<file path="src/rtl/core/dol_pkg.sv">
// ---------------------------------------------------------------------------
// Draw order list package
// Request codes, result status codes and controller states.
// ---------------------------------------------------------------------------
package dol_pkg;

    typedef enum logic [2:0] {
        ACT_INSERT       = 3'd0,
        ACT_REMOVE       = 3'd1,
        ACT_SWAP         = 3'd2,
        ACT_FRONT_IF     = 3'd3,
        ACT_FRONT_FORCE  = 3'd4,
        ACT_BEHIND_IF    = 3'd5,
        ACT_BEHIND_FORCE = 3'd6,
        ACT_QUERY        = 3'd7
    } t_action;

    typedef enum logic [1:0] {
        STS_OK        = 2'd0,
        STS_FULL      = 2'd1,
        STS_NOT_FOUND = 2'd2,
        STS_NO_CHANGE = 2'd3
    } t_status;

    typedef enum logic [2:0] {
        S_IDLE,
        S_SCAN,
        S_DECIDE,
        S_PASS,
        S_FLUSH,
        S_DONE
    } t_state;

endpackage

</file>
<file path="src/rtl/core/draw_order_list.sv">
// ---------------------------------------------------------------------------
// Draw order list
// Ordered list of object ids held in one synchronous RAM, edited in place.
// ---------------------------------------------------------------------------
// Request words enter on i_valid/o_ready: action, two ids and an insert slot.
// Every request returns exactly one result word on o_valid/i_ready: status,
// first position of sprite_a afterwards and the new entry count.
// One request is handled at a time. The list RAM has a single read and a
// single write port with a registered read; it sets the order of work:
//   - search pass: reads every entry once, finds first copies
//   - decide: picks the status and the edit to make
//   - edit pass (not for query or refused requests): streams every
//     entry through once, then a flush of the held word, and an append
//     where no entry triggered the insert; then the result register loads
// The next request word is taken only in the idle state.
// The result sits in an output register; a new request is accepted while
// it waits, and the block holds in its done state only when a second result
// is ready before the first has been taken.
// Reset empties the list (count zero) and drops any pending result. RAM
// contents are not cleared; entries at or past the count are never read.
// ---------------------------------------------------------------------------
module draw_order_list #(
    parameter int LIST_DEPTH = 64,
    parameter int ID_BITS    = 16
) (
    input  logic              i_clk,
    input  logic              i_rst_n,
    input  logic              i_valid,
    output logic              o_ready,
    input  logic [2:0]        i_action,
    input  logic [15:0]       i_sprite_a,
    input  logic [15:0]       i_sprite_b,
    input  logic signed [6:0] i_position,
    output logic              o_valid,
    input  logic              i_ready,
    output logic [1:0]        o_status,
    output logic [5:0]        o_found_position,
    output logic [6:0]        o_entry_count
);

    localparam int AW = (LIST_DEPTH > 1) ? $clog2(LIST_DEPTH) : 1;
    localparam int CW = $clog2(LIST_DEPTH + 1);
    localparam int KB = (ID_BITS < 16) ? ID_BITS : 16;
    localparam int PW = (CW > 6) ? CW : 6;
    localparam logic [CW-1:0] FULL_CNT = CW'(LIST_DEPTH);

    // list RAM
    logic [ID_BITS-1:0] r_mem [LIST_DEPTH];
    logic [ID_BITS-1:0] r_rdata;
    logic               w_re;
    logic [AW-1:0]      w_raddr;
    logic               w_we;
    logic [AW-1:0]      w_waddr;
    logic [ID_BITS-1:0] w_wdata;

    always_ff @(posedge i_clk) begin
        if (w_we) begin
            r_mem[w_waddr] <= w_wdata;
        end
        if (w_re) begin
            r_rdata <= r_mem[w_raddr];
        end
    end

    // control state
    dol_pkg::t_state r_state, n_state;
    logic [CW-1:0]   r_count, n_count;
    logic            r_dv, n_dv;
    logic            r_hold_v, n_hold_v;
    logic            r_ovld, n_ovld;

    // request and working registers
    dol_pkg::t_action   r_act, n_act;
    logic [ID_BITS-1:0] r_a, n_a;
    logic [ID_BITS-1:0] r_b, n_b;
    logic [6:0]         r_pos, n_pos;
    logic [CW-1:0]      r_rd_idx, n_rd_idx;
    logic [AW-1:0]      r_di, n_di;
    logic               r_ha, n_ha;
    logic [AW-1:0]      r_ia, n_ia;
    logic               r_hb, n_hb;
    logic [AW-1:0]      r_ib, n_ib;
    dol_pkg::t_status   r_status, n_status;
    logic               r_drop, n_drop;
    logic               r_swap, n_swap;
    logic               r_ins, n_ins;
    logic               r_at_b, n_at_b;
    logic               r_at_slot, n_at_slot;
    logic               r_after, n_after;
    logic [AW-1:0]      r_slot, n_slot;
    logic [CW-1:0]      r_wr, n_wr;
    logic [ID_BITS-1:0] r_hold, n_hold;
    logic               r_fnd_v, n_fnd_v;
    logic [AW-1:0]      r_found, n_found;
    dol_pkg::t_status   r_o_status, n_o_status;
    logic [5:0]         r_o_found, n_o_found;
    logic [6:0]         r_o_count, n_o_count;

    // helpers
    logic [ID_BITS-1:0] w_id_a, w_id_b;
    logic               w_scan_end;
    logic               w_eq_a, w_eq_b;
    logic               w_full;
    logic               w_slot_ok;
    dol_pkg::t_status   w_dec_status;
    logic               w_dec_pass;
    logic               w_dec_drop, w_dec_swap, w_dec_ins;
    logic               w_dec_at_b, w_dec_at_slot, w_dec_after;
    logic [ID_BITS-1:0] w_e0, w_e1;
    logic [1:0]         w_k;
    logic               w_ins_hit;
    logic [ID_BITS-1:0] w_c0, w_c1;
    logic [1:0]         w_cnt;
    logic               w_cand_v;
    logic [ID_BITS-1:0] w_cand;

    always_comb begin
        w_id_a = '0;
        w_id_b = '0;
        w_id_a[KB-1:0] = i_sprite_a[KB-1:0];
        w_id_b[KB-1:0] = i_sprite_b[KB-1:0];
    end

    assign w_scan_end = (r_rd_idx == r_count) && !r_dv;
    assign w_eq_a     = (r_rdata == r_a);
    assign w_eq_b     = (r_rdata == r_b);
    assign w_full     = (r_count == FULL_CNT);
    assign w_slot_ok  = !r_pos[6] && (PW'(r_pos[5:0]) < PW'(r_count));

    // request decode after the search pass
    always_comb begin
        w_dec_status  = dol_pkg::STS_OK;
        w_dec_pass    = 1'b0;
        w_dec_drop    = 1'b0;
        w_dec_swap    = 1'b0;
        w_dec_ins     = 1'b0;
        w_dec_at_b    = 1'b0;
        w_dec_at_slot = 1'b0;
        w_dec_after   = 1'b0;
        case (r_act)
            dol_pkg::ACT_INSERT: begin
                if (w_full) begin
                    w_dec_status = dol_pkg::STS_FULL;
                end else begin
                    w_dec_pass    = 1'b1;
                    w_dec_ins     = 1'b1;
                    w_dec_at_slot = w_slot_ok;
                end
            end
            dol_pkg::ACT_REMOVE: begin
                if (!r_ha) begin
                    w_dec_status = dol_pkg::STS_NOT_FOUND;
                end else begin
                    w_dec_pass = 1'b1;
                    w_dec_drop = 1'b1;
                end
            end
            dol_pkg::ACT_SWAP: begin
                if (!r_ha && !r_hb) begin
                    w_dec_status = dol_pkg::STS_NOT_FOUND;
                end else begin
                    w_dec_pass = 1'b1;
                    w_dec_swap = 1'b1;
                end
            end
            dol_pkg::ACT_FRONT_IF, dol_pkg::ACT_BEHIND_IF: begin
                if (!r_ha || !r_hb) begin
                    w_dec_status = dol_pkg::STS_NOT_FOUND;
                end else if ((r_act == dol_pkg::ACT_FRONT_IF) ? (r_ia <= r_ib)
                                                              : (r_ia >= r_ib)) begin
                    w_dec_status = dol_pkg::STS_NO_CHANGE;
                end else begin
                    w_dec_pass  = 1'b1;
                    w_dec_drop  = 1'b1;
                    w_dec_ins   = 1'b1;
                    w_dec_at_b  = 1'b1;
                    w_dec_after = (r_act == dol_pkg::ACT_BEHIND_IF);
                end
            end
            dol_pkg::ACT_FRONT_FORCE, dol_pkg::ACT_BEHIND_FORCE: begin
                if (!r_hb) begin
                    w_dec_status = dol_pkg::STS_NOT_FOUND;
                end else if (r_a == r_b) begin
                    w_dec_status = dol_pkg::STS_NO_CHANGE;
                end else if (!r_ha && w_full) begin
                    w_dec_status = dol_pkg::STS_FULL;
                end else begin
                    w_dec_pass  = 1'b1;
                    w_dec_drop  = 1'b1;
                    w_dec_ins   = 1'b1;
                    w_dec_at_b  = 1'b1;
                    w_dec_after = (r_act == dol_pkg::ACT_BEHIND_FORCE);
                end
            end
            dol_pkg::ACT_QUERY: begin
                if (!r_ha) begin
                    w_dec_status = dol_pkg::STS_NOT_FOUND;
                end
            end
            default: begin
                w_dec_status = dol_pkg::STS_OK;
            end
        endcase
    end

    // edit pass: each old entry yields zero, one or two new entries
    always_comb begin
        w_e0      = r_rdata;
        w_e1      = r_rdata;
        w_k       = 2'd1;
        w_ins_hit = 1'b0;
        if (r_swap) begin
            w_e0 = w_eq_a ? r_b : (w_eq_b ? r_a : r_rdata);
        end else if (r_drop && w_eq_a) begin
            w_k = 2'd0;
        end else if (r_ins && r_at_b && w_eq_b) begin
            w_k       = 2'd2;
            w_e0      = r_after ? r_rdata : r_a;
            w_e1      = r_after ? r_a : r_rdata;
            w_ins_hit = 1'b1;
        end else if (r_ins && r_at_slot && (r_di == r_slot)) begin
            w_k       = 2'd2;
            w_e0      = r_a;
            w_e1      = r_rdata;
            w_ins_hit = 1'b1;
        end
        if (!r_dv) begin
            w_k       = 2'd0;
            w_ins_hit = 1'b0;
        end
        // held word goes out first
        if (r_hold_v) begin
            w_c0  = r_hold;
            w_c1  = w_e0;
            w_cnt = w_k + 2'd1;
        end else begin
            w_c0  = w_e0;
            w_c1  = w_e1;
            w_cnt = w_k;
        end
    end

    // next state
    always_comb begin
        n_state = r_state;
        case (r_state)
            dol_pkg::S_IDLE: begin
                if (i_valid) begin
                    n_state = dol_pkg::S_SCAN;
                end
            end
            dol_pkg::S_SCAN: begin
                if (w_scan_end) begin
                    n_state = dol_pkg::S_DECIDE;
                end
            end
            dol_pkg::S_DECIDE: begin
                n_state = w_dec_pass ? dol_pkg::S_PASS : dol_pkg::S_DONE;
            end
            dol_pkg::S_PASS: begin
                if (w_scan_end) begin
                    n_state = dol_pkg::S_FLUSH;
                end
            end
            dol_pkg::S_FLUSH: begin
                if (!r_hold_v && !r_ins) begin
                    n_state = dol_pkg::S_DONE;
                end
            end
            dol_pkg::S_DONE: begin
                if (!r_ovld || i_ready) begin
                    n_state = dol_pkg::S_IDLE;
                end
            end
            default: begin
                n_state = dol_pkg::S_IDLE;
            end
        endcase
    end

    // datapath and outputs
    always_comb begin
        n_count    = r_count;
        n_dv       = r_dv;
        n_hold_v   = r_hold_v;
        n_ovld     = r_ovld;
        n_act      = r_act;
        n_a        = r_a;
        n_b        = r_b;
        n_pos      = r_pos;
        n_rd_idx   = r_rd_idx;
        n_di       = r_di;
        n_ha       = r_ha;
        n_ia       = r_ia;
        n_hb       = r_hb;
        n_ib       = r_ib;
        n_status   = r_status;
        n_drop     = r_drop;
        n_swap     = r_swap;
        n_ins      = r_ins;
        n_at_b     = r_at_b;
        n_at_slot  = r_at_slot;
        n_after    = r_after;
        n_slot     = r_slot;
        n_wr       = r_wr;
        n_hold     = r_hold;
        n_fnd_v    = r_fnd_v;
        n_found    = r_found;
        n_o_status = r_o_status;
        n_o_found  = r_o_found;
        n_o_count  = r_o_count;
        w_re       = 1'b0;
        w_raddr    = r_rd_idx[AW-1:0];
        w_cand_v   = 1'b0;
        w_cand     = w_c0;

        if (r_ovld && i_ready) begin
            n_ovld = 1'b0;
        end

        // sequential read of entries 0 .. count-1
        if ((r_state == dol_pkg::S_SCAN) || (r_state == dol_pkg::S_PASS)) begin
            if (r_rd_idx != r_count) begin
                w_re     = 1'b1;
                n_rd_idx = r_rd_idx + 1'b1;
                n_dv     = 1'b1;
                n_di     = r_rd_idx[AW-1:0];
            end else begin
                n_dv = 1'b0;
            end
        end

        case (r_state)
            dol_pkg::S_IDLE: begin
                if (i_valid) begin
                    n_act    = dol_pkg::t_action'(i_action);
                    n_a      = w_id_a;
                    n_b      = w_id_b;
                    n_pos    = i_position;
                    n_rd_idx = '0;
                    n_dv     = 1'b0;
                    n_ha     = 1'b0;
                    n_ia     = '0;
                    n_hb     = 1'b0;
                    n_ib     = '0;
                end
            end
            dol_pkg::S_SCAN: begin
                if (r_dv) begin
                    if (!r_ha && w_eq_a) begin
                        n_ha = 1'b1;
                        n_ia = r_di;
                    end
                    if (!r_hb && w_eq_b) begin
                        n_hb = 1'b1;
                        n_ib = r_di;
                    end
                end
            end
            dol_pkg::S_DECIDE: begin
                n_status  = w_dec_status;
                n_drop    = w_dec_drop;
                n_swap    = w_dec_swap;
                n_ins     = w_dec_ins;
                n_at_b    = w_dec_at_b;
                n_at_slot = w_dec_at_slot;
                n_after   = w_dec_after;
                n_slot    = AW'(r_pos[5:0]);
                n_rd_idx  = '0;
                n_dv      = 1'b0;
                n_wr      = '0;
                n_hold_v  = 1'b0;
                n_fnd_v   = 1'b0;
                n_found   = w_dec_pass ? '0 : r_ia;
            end
            dol_pkg::S_PASS: begin
                w_cand_v = (w_cnt != 2'd0);
                w_cand   = w_c0;
                n_hold_v = (w_cnt >= 2'd2);
                n_hold   = w_c1;
                if (w_ins_hit) begin
                    n_ins = 1'b0;
                end
            end
            dol_pkg::S_FLUSH: begin
                if (r_hold_v) begin
                    w_cand_v = 1'b1;
                    w_cand   = r_hold;
                    n_hold_v = 1'b0;
                end else if (r_ins) begin
                    // nothing triggered the insert: append
                    w_cand_v = 1'b1;
                    w_cand   = r_a;
                    n_ins    = 1'b0;
                end else begin
                    n_count = r_wr;
                end
            end
            dol_pkg::S_DONE: begin
                if (!r_ovld || i_ready) begin
                    n_ovld     = 1'b1;
                    n_o_status = r_status;
                    n_o_found  = 6'(r_found);
                    n_o_count  = 7'(r_count);
                end
            end
            default: begin
                n_dv = 1'b0;
            end
        endcase

        // write-back of the new list, tracking the first copy of A
        if (w_cand_v) begin
            n_wr = r_wr + 1'b1;
            if (!r_fnd_v && (w_cand == r_a)) begin
                n_fnd_v = 1'b1;
                n_found = r_wr[AW-1:0];
            end
        end
    end

    assign w_we    = w_cand_v;
    assign w_waddr = r_wr[AW-1:0];
    assign w_wdata = w_cand;

    always_ff @(posedge i_clk) begin
        if (!i_rst_n) begin
            r_state  <= dol_pkg::S_IDLE;
            r_count  <= '0;
            r_dv     <= 1'b0;
            r_hold_v <= 1'b0;
            r_ovld   <= 1'b0;
        end else begin
            r_state  <= n_state;
            r_count  <= n_count;
            r_dv     <= n_dv;
            r_hold_v <= n_hold_v;
            r_ovld   <= n_ovld;
        end
    end

    always_ff @(posedge i_clk) begin
        r_act      <= n_act;
        r_a        <= n_a;
        r_b        <= n_b;
        r_pos      <= n_pos;
        r_rd_idx   <= n_rd_idx;
        r_di       <= n_di;
        r_ha       <= n_ha;
        r_ia       <= n_ia;
        r_hb       <= n_hb;
        r_ib       <= n_ib;
        r_status   <= n_status;
        r_drop     <= n_drop;
        r_swap     <= n_swap;
        r_ins      <= n_ins;
        r_at_b     <= n_at_b;
        r_at_slot  <= n_at_slot;
        r_after    <= n_after;
        r_slot     <= n_slot;
        r_wr       <= n_wr;
        r_hold     <= n_hold;
        r_fnd_v    <= n_fnd_v;
        r_found    <= n_found;
        r_o_status <= n_o_status;
        r_o_found  <= n_o_found;
        r_o_count  <= n_o_count;
    end

    assign o_ready          = (r_state == dol_pkg::S_IDLE);
    assign o_valid          = r_ovld;
    assign o_status         = r_o_status;
    assign o_found_position = r_o_found;
    assign o_entry_count    = r_o_count;

endmodule

</file>
<file path="config.mk">
export PLATFORM = sky130hd
export DESIGN_NAME = draw_order_list
export DESIGN_NICKNAME = d
export VERILOG_FILES = /design/src/rtl/core/dol_pkg.sv /design/src/rtl/core/draw_order_list.sv
export SDC_FILE = /design/constraint.sdc
export NUM_CORES = 1
export LEC_CHECK = 0
export BUFFER_PORTS_ARGS = -buffer_cell sky130_fd_sc_hd__buf_2
export CAP_MARGIN = 30
export CORE_ASPECT_RATIO = 1.75
export CORE_UTILIZATION = 65
export CTS_CLUSTER_DIAMETER = 80
export DETAILED_ROUTE_END_ITERATION = 6
export GPL_ROUTABILITY_DRIVEN = 0
export PLACE_DENSITY = 0.85
export SETUP_SLACK_MARGIN = 0.05
export SLEW_MARGIN = 20
export SYNTH_ARGS = -nofsm -noshare
export SYNTH_HDL_FRONTEND = slang
export SYNTH_SLANG_ARGS = --single-unit
</file>
<file path="constraint.sdc">
create_clock -name i_clk -period 8.95 [get_ports i_clk]
set_clock_uncertainty 0.15 [all_clocks]
set_input_delay 0.895 -clock i_clk [delete_from_list [all_inputs] [get_ports i_clk]]
set_output_delay 0.895 -clock i_clk [all_outputs]
set_load 0.03 [all_outputs]
</file>
# Yosys cells after proc, flatten, opt, wreduce, memory -nomap -nowiden
# Memory sizes are Yosys's and may differ from the RTL's. A register that Yosys moved wholly into a read port is not among the register bits.
# Index checks and enable logic that the tools add are counted.
# word_totals
in_bits	46
output_inout_bits	17
wordCells	223
reg_bits	141
mem_count	1
ram_bits	1024
# classes
bitwise	3
n_eq_ne	30
n_lt_le_gt_ge	4
add_sub_neg	3
n_reduce_logical	46
n_mux	106
# memory_table
name	depth	width	read_ports	rd_ports_with_merged_regs	wr	line_no	text
r_mem	64	16	1	1	1	draw_order_list.sv:48	logic [ID_BITS-1:0] r_mem [LIST_DEPTH];
# ops
op	n
16-bit two-way mux	16
16-bit == test	4
6-bit two-way mux	9
1-bit two-way mux	42
7-bit two-way mux	5
2-bit two-way mux	12
6-bit case mux with 2 select lines	2
3-bit == test, second input constant	6
3-bit two-way mux	6
3-bit case mux with 6 select lines	1
2-bit inequality test, second input constant	8
7-bit by 1-bit adder with 7-bit output, second input constant	2
1-bit logical AND	14
1-bit case mux with 2 select lines	7
7-bit case mux with 2 select lines	1
3-bit by 2-bit == test with 1-bit output, second input constant	4
2-bit case mux with 5 select lines	1
2-bit OR reduction	5
1-bit case mux with 3 select lines	3
1-bit logical NOT	8
4-bit AND reduction	2
2-bit nonzero test	4
7-bit == test	1
7-bit == test, second input constant	1
18 further kinds	28

# Logic depth before layout (Yosys ltp)
# logic_depth
ltp_word	14
depth_mapped	14
mapped_depth_nobuf	12

# Least setup slack after synthesis
# OpenSTA, ideal clock, no wires.
# synth_path
kind	register to register
from	reg r_rdata[11], read port of r_mem
to	mem r_mem[0][4] (data pin)
required_ps	8098
t_arrival_ps	4951
setup_time_ps	702
path_stages_with_launch	11
slack_ps	3148
period_less_slack_ps	5802
n_path_buf	1
cell_sequence	edfxtp_1 > xor2_1 > nor4_1 > nand4_2 > or3_4 > a22o_2 > buf_4 > mux2i_1 > o21ai_0 > mux2i_1 > o21ai_0
# synth_between
elab_chain_len	9
word_cells_on_any_way	13
classes_between	2 x eq/ne; 9 x mux; 2 x reduce/logical
# synth_rtl
element	line_no	text
from (decl)	draw_order_list.sv:49	logic [ID_BITS-1:0] r_rdata;
16-bit == test	draw_order_list.sv:126	assign w_eq_b = (r_rdata == r_b);
1-bit logical AND	draw_order_list.sv:216	end else if (r_ins && r_at_b && w_eq_b) begin
16-bit two-way mux	draw_order_list.sv:216	
16-bit two-way mux	draw_order_list.sv:214	end else if (r_drop && w_eq_a) begin
16-bit two-way mux (*)	draw_order_list.sv:212	if (r_swap) begin
16-bit two-way mux (*)	draw_order_list.sv:232	if (r_hold_v) begin
16-bit two-way mux	draw_order_list.sv:390	end else if (r_ins) begin
16-bit two-way mux	draw_order_list.sv:386	if (r_hold_v) begin
16-bit two-way mux (*)	draw_order_list.sv:333	case (r_state)
via w_cand[4]	draw_order_list.sv:115	logic [ID_BITS-1:0] w_cand;
to (decl)	draw_order_list.sv:48	
# The timed path passes the listed nets; every way through them passes the cells marked *.

# Final worst setup path
# layout_path
from	reg r_rdata[11], read port of r_mem
to	mem r_mem[36][11] (data pin)
# The elaborated chain is that of the path after synthesis.

==> results.yml <==
worst_hold_path:
  hold_start: "i_sprite_b[13]"
  min_path_type: "in2reg"
  hold_depth: 1
sta:
  setup_slack_ns: 3.91
  setup_violations: 0
  worst_slew_pin_slew_ns: 1.05
  tns_ns: 0
  final-max-slew-violation-count: 0
  rsz0062_at_grt: "no"
  fin_crit_ns: 5.04
  slew-limit-headroom_pct: 30.0
  fmax_ghz: 0.198
  period_share_pct: 56.4
  hold_violations: 0
floorplanning:
  num_rows: 131
  die_y_um: 361
  die_width_um: 207
  initial_core_util_pct: 65.8
  dieArea_um2: 74900
  boundaryPins: 63
  core_area_um2: 72900
pwr:
  p_leak_nw: 16.6
  power_density_nw_per_um2: 270
  finalPower_w: 0.0143
  ir_drop_mv: 0.167
placed_design:
  dp_hpwl_um: 74700
  io_buffer_count: 62
  dp_slack_ns: 4.16
yosys:
  synthDistinctLibCells: 92
  syn_area_per_cell_um2: 20.5
  yosys-top-cells-count: "edfxtp_1 (1,154), mux4_2 (336), nor2_1 (127), clkbuf_1 (82), nand2_1 (72)"
  synth_top_area_cell: "edfxtp_1"
  synth_top_area_share_pct: 72.3
  synth_fp_nets: 2402
  synth-simple-area-share_pct: 3.28
  synth_cells: 2343
  synth_flop_cell: "edfxtp_1"
  synth_top_family_by_area: "multiplexers"
  synth_most_common_cell: "edfxtp_1"
  synthTopCellsByArea: "edfxtp_1 (72%), mux4_2 (16%), dfxtp_1 (1.1%)"
  synth-xor-area-share_pct: 1.67
  synthMuxAreaShare_pct: 16.9
  synth_edf_count: 1154
  yosysSeqAreaShare_pct: 73.4
  async_flop_share_pct: 0
  synth_area_um2: 48000
  synth_compound_area_share_pct: 2.67
  synth_seq_cells: 1181
  yosysWarnings: 0
  synthAdderAreaFrac_pct: 0.339
clock_network:
  post_cts_resized: 0
  post-cts-setup-buffers: 0
  cts_tree: "done"
  cts.path.max_buffers: 3
  cts_hold_buffers: 0
  clock-sinks: 1181
  root_buffer: "clkbuf_16"
  cts_max_level: 3
  numCtsBuffers: 95
  clk_latency_ns: 0.69
  cts.clk_slew.worst_paths_ns: 0.07
run_status:
  failed_checks: "design-rule violations"
  status: "finished with violations"
worst_setup_path:
  rr_worst_depth: 12
  crit_type: "reg2reg"
  critPathLaunchType: "flop"
  cp.arrival_ns: 5.35
  r2r-start: "r_rdata[11]$_DFFE_PP_"
  required_ns: 9.26
  cp_max_fo: 36
  crit_start: "r_rdata[11]$_DFFE_PP_"
  endpoint_kind: "flop"
finish:
  area_growth_pct: 10.5
  fill_cells: 3636
  fin_nets: 2512
  layout-drive-gt1-share_pct: 29.1
global_route:
  grt_pass1_vias: 26557
  antenna_found_initial: 19
  grt_first_pass_wirelength_um: 192000
  grt_overflow: 0
  grt_max_degree: 137
  grt_usage_pct: 36.8
route:
  drtPass1Iterations: 7
  wl_per_cell_um: 38.8
  ant_nets: 0
  viasPerCell: 7.54
  drtIter0Drc: 4453
  route.detailed.drc: 5
  drt_wl_total_um: 134000
  vias: 26132
job:
  drv_cap: 0
power breakdown:
group | switching (W) | total, W | internal, W
Combinational | 0.00181 | 0.00294 | 0.00113
Clock | 0.00200 | 0.00434 | 0.00233
Sequential | 0.000299 | 0.00703 | 0.00674
through the flow:
step	std cells	utilization, %	cell area, um^2	hold WS [ns]
floorplan	2343	-	48000	0.250
global placement	3278	68.1	49700	0.264
detailed placement	3282	68.2	49700	0.267
CTS	3455	72.5	52900	0.193
global route	3461	72.7	53000	0.224
finish	3466	72.7	53000	0.226
routing by layer:
layer / vias up / track usage [%] / share of wire (%)
li1: 9832 / - / -
met1: 13151 / 41.8 / 30
met2: 2474 / 59.2 / 49
met3: 651 / 9.01 / 11
met4: 24 / 30.8 / 9.8
met5: - / 0 / 0.12
registers in the layout, summed over array words and instances, names as in the netlist, 2 cells and up:
name,flops
o_entry_count,7
o_found_position,6
o_status,2
r_a,16
r_act,3
r_b,16
r_count,7
r_di,6
r_found,6
r_hold,16
r_ia,6
r_ib,6
r_mem,1024
r_pos,7
r_rd_idx,7
r_rdata,16
r_slot,6
r_state,3
r_status,2
r_wr,7
placed cells by master (no fill, tap or decap), drive strengths merged, types with 14 or more instances in the layout:
cell type	instances
xnor2	32
mux4	336
nor2	128
inv	32
mux2i	38
o21ai	39
edfxtp	1154
clkbuf	118
dfxtp	27
nand2	74
xor2	58
nor2b	14
clkinv	37
nor4	17
buf	164
a21oi	29
final timing paths:
check	slack, ns	end
worst max-delay path	3.91	r_mem[36][11]$_DFFE_PP_
worst min register to register	0.28	o_status[1]$_DFFE_PP_
worst min-delay path	0.23	r_b[13]$_DFFE_PP_
worst max register to register	3.91	r_mem[36][11]$_DFFE_PP_
worst max-delay path: stages (launching register included):
cell and delay [ns]:
edfxtp_1 0.48, xor2_1 0.19, nor4_1 0.48, nand4_2 0.14, buf_4 0.30, or3_4 0.46, and2_2 0.22, nor3_1 0.55
a21oi_1 0.21, nand2_1 0.10, o21ai_0 0.19, o21ai_4 0.80, buf_4 0.47
cell type report:
| cell class | count | area [um^2] | area share, % |
|---|---|---|---|
| diodes | 6 | 15.0 | 0.0283 |
| clock buffers | 117 | 2550 | 4.82 |
| clock inverters | 56 | 571 | 1.08 |
| inverters | 29 | 109 | 0.205 |
| multi-input cells | 981 | 12200 | 22.9 |
| flip-flops and latches | 1181 | 35200 | 66.4 |
| well taps | 931 | 1160 | 2.20 |
| repair buffers | 165 | 1240 | 2.34 |
logic make-up (layout without fill, tap and decap cells):
logic type / after synthesis / count (layout)
simple gates: 316 / 316
fa+ha+maj: 13 / 13
other cells: 0 / 6
flops: 1181 / 1181
mux: 387 / 387
buf+inv: 181 / 367
xor+xnor: 90 / 90
compound gates: 175 / 175
Power figures use the tool's default switching activity.
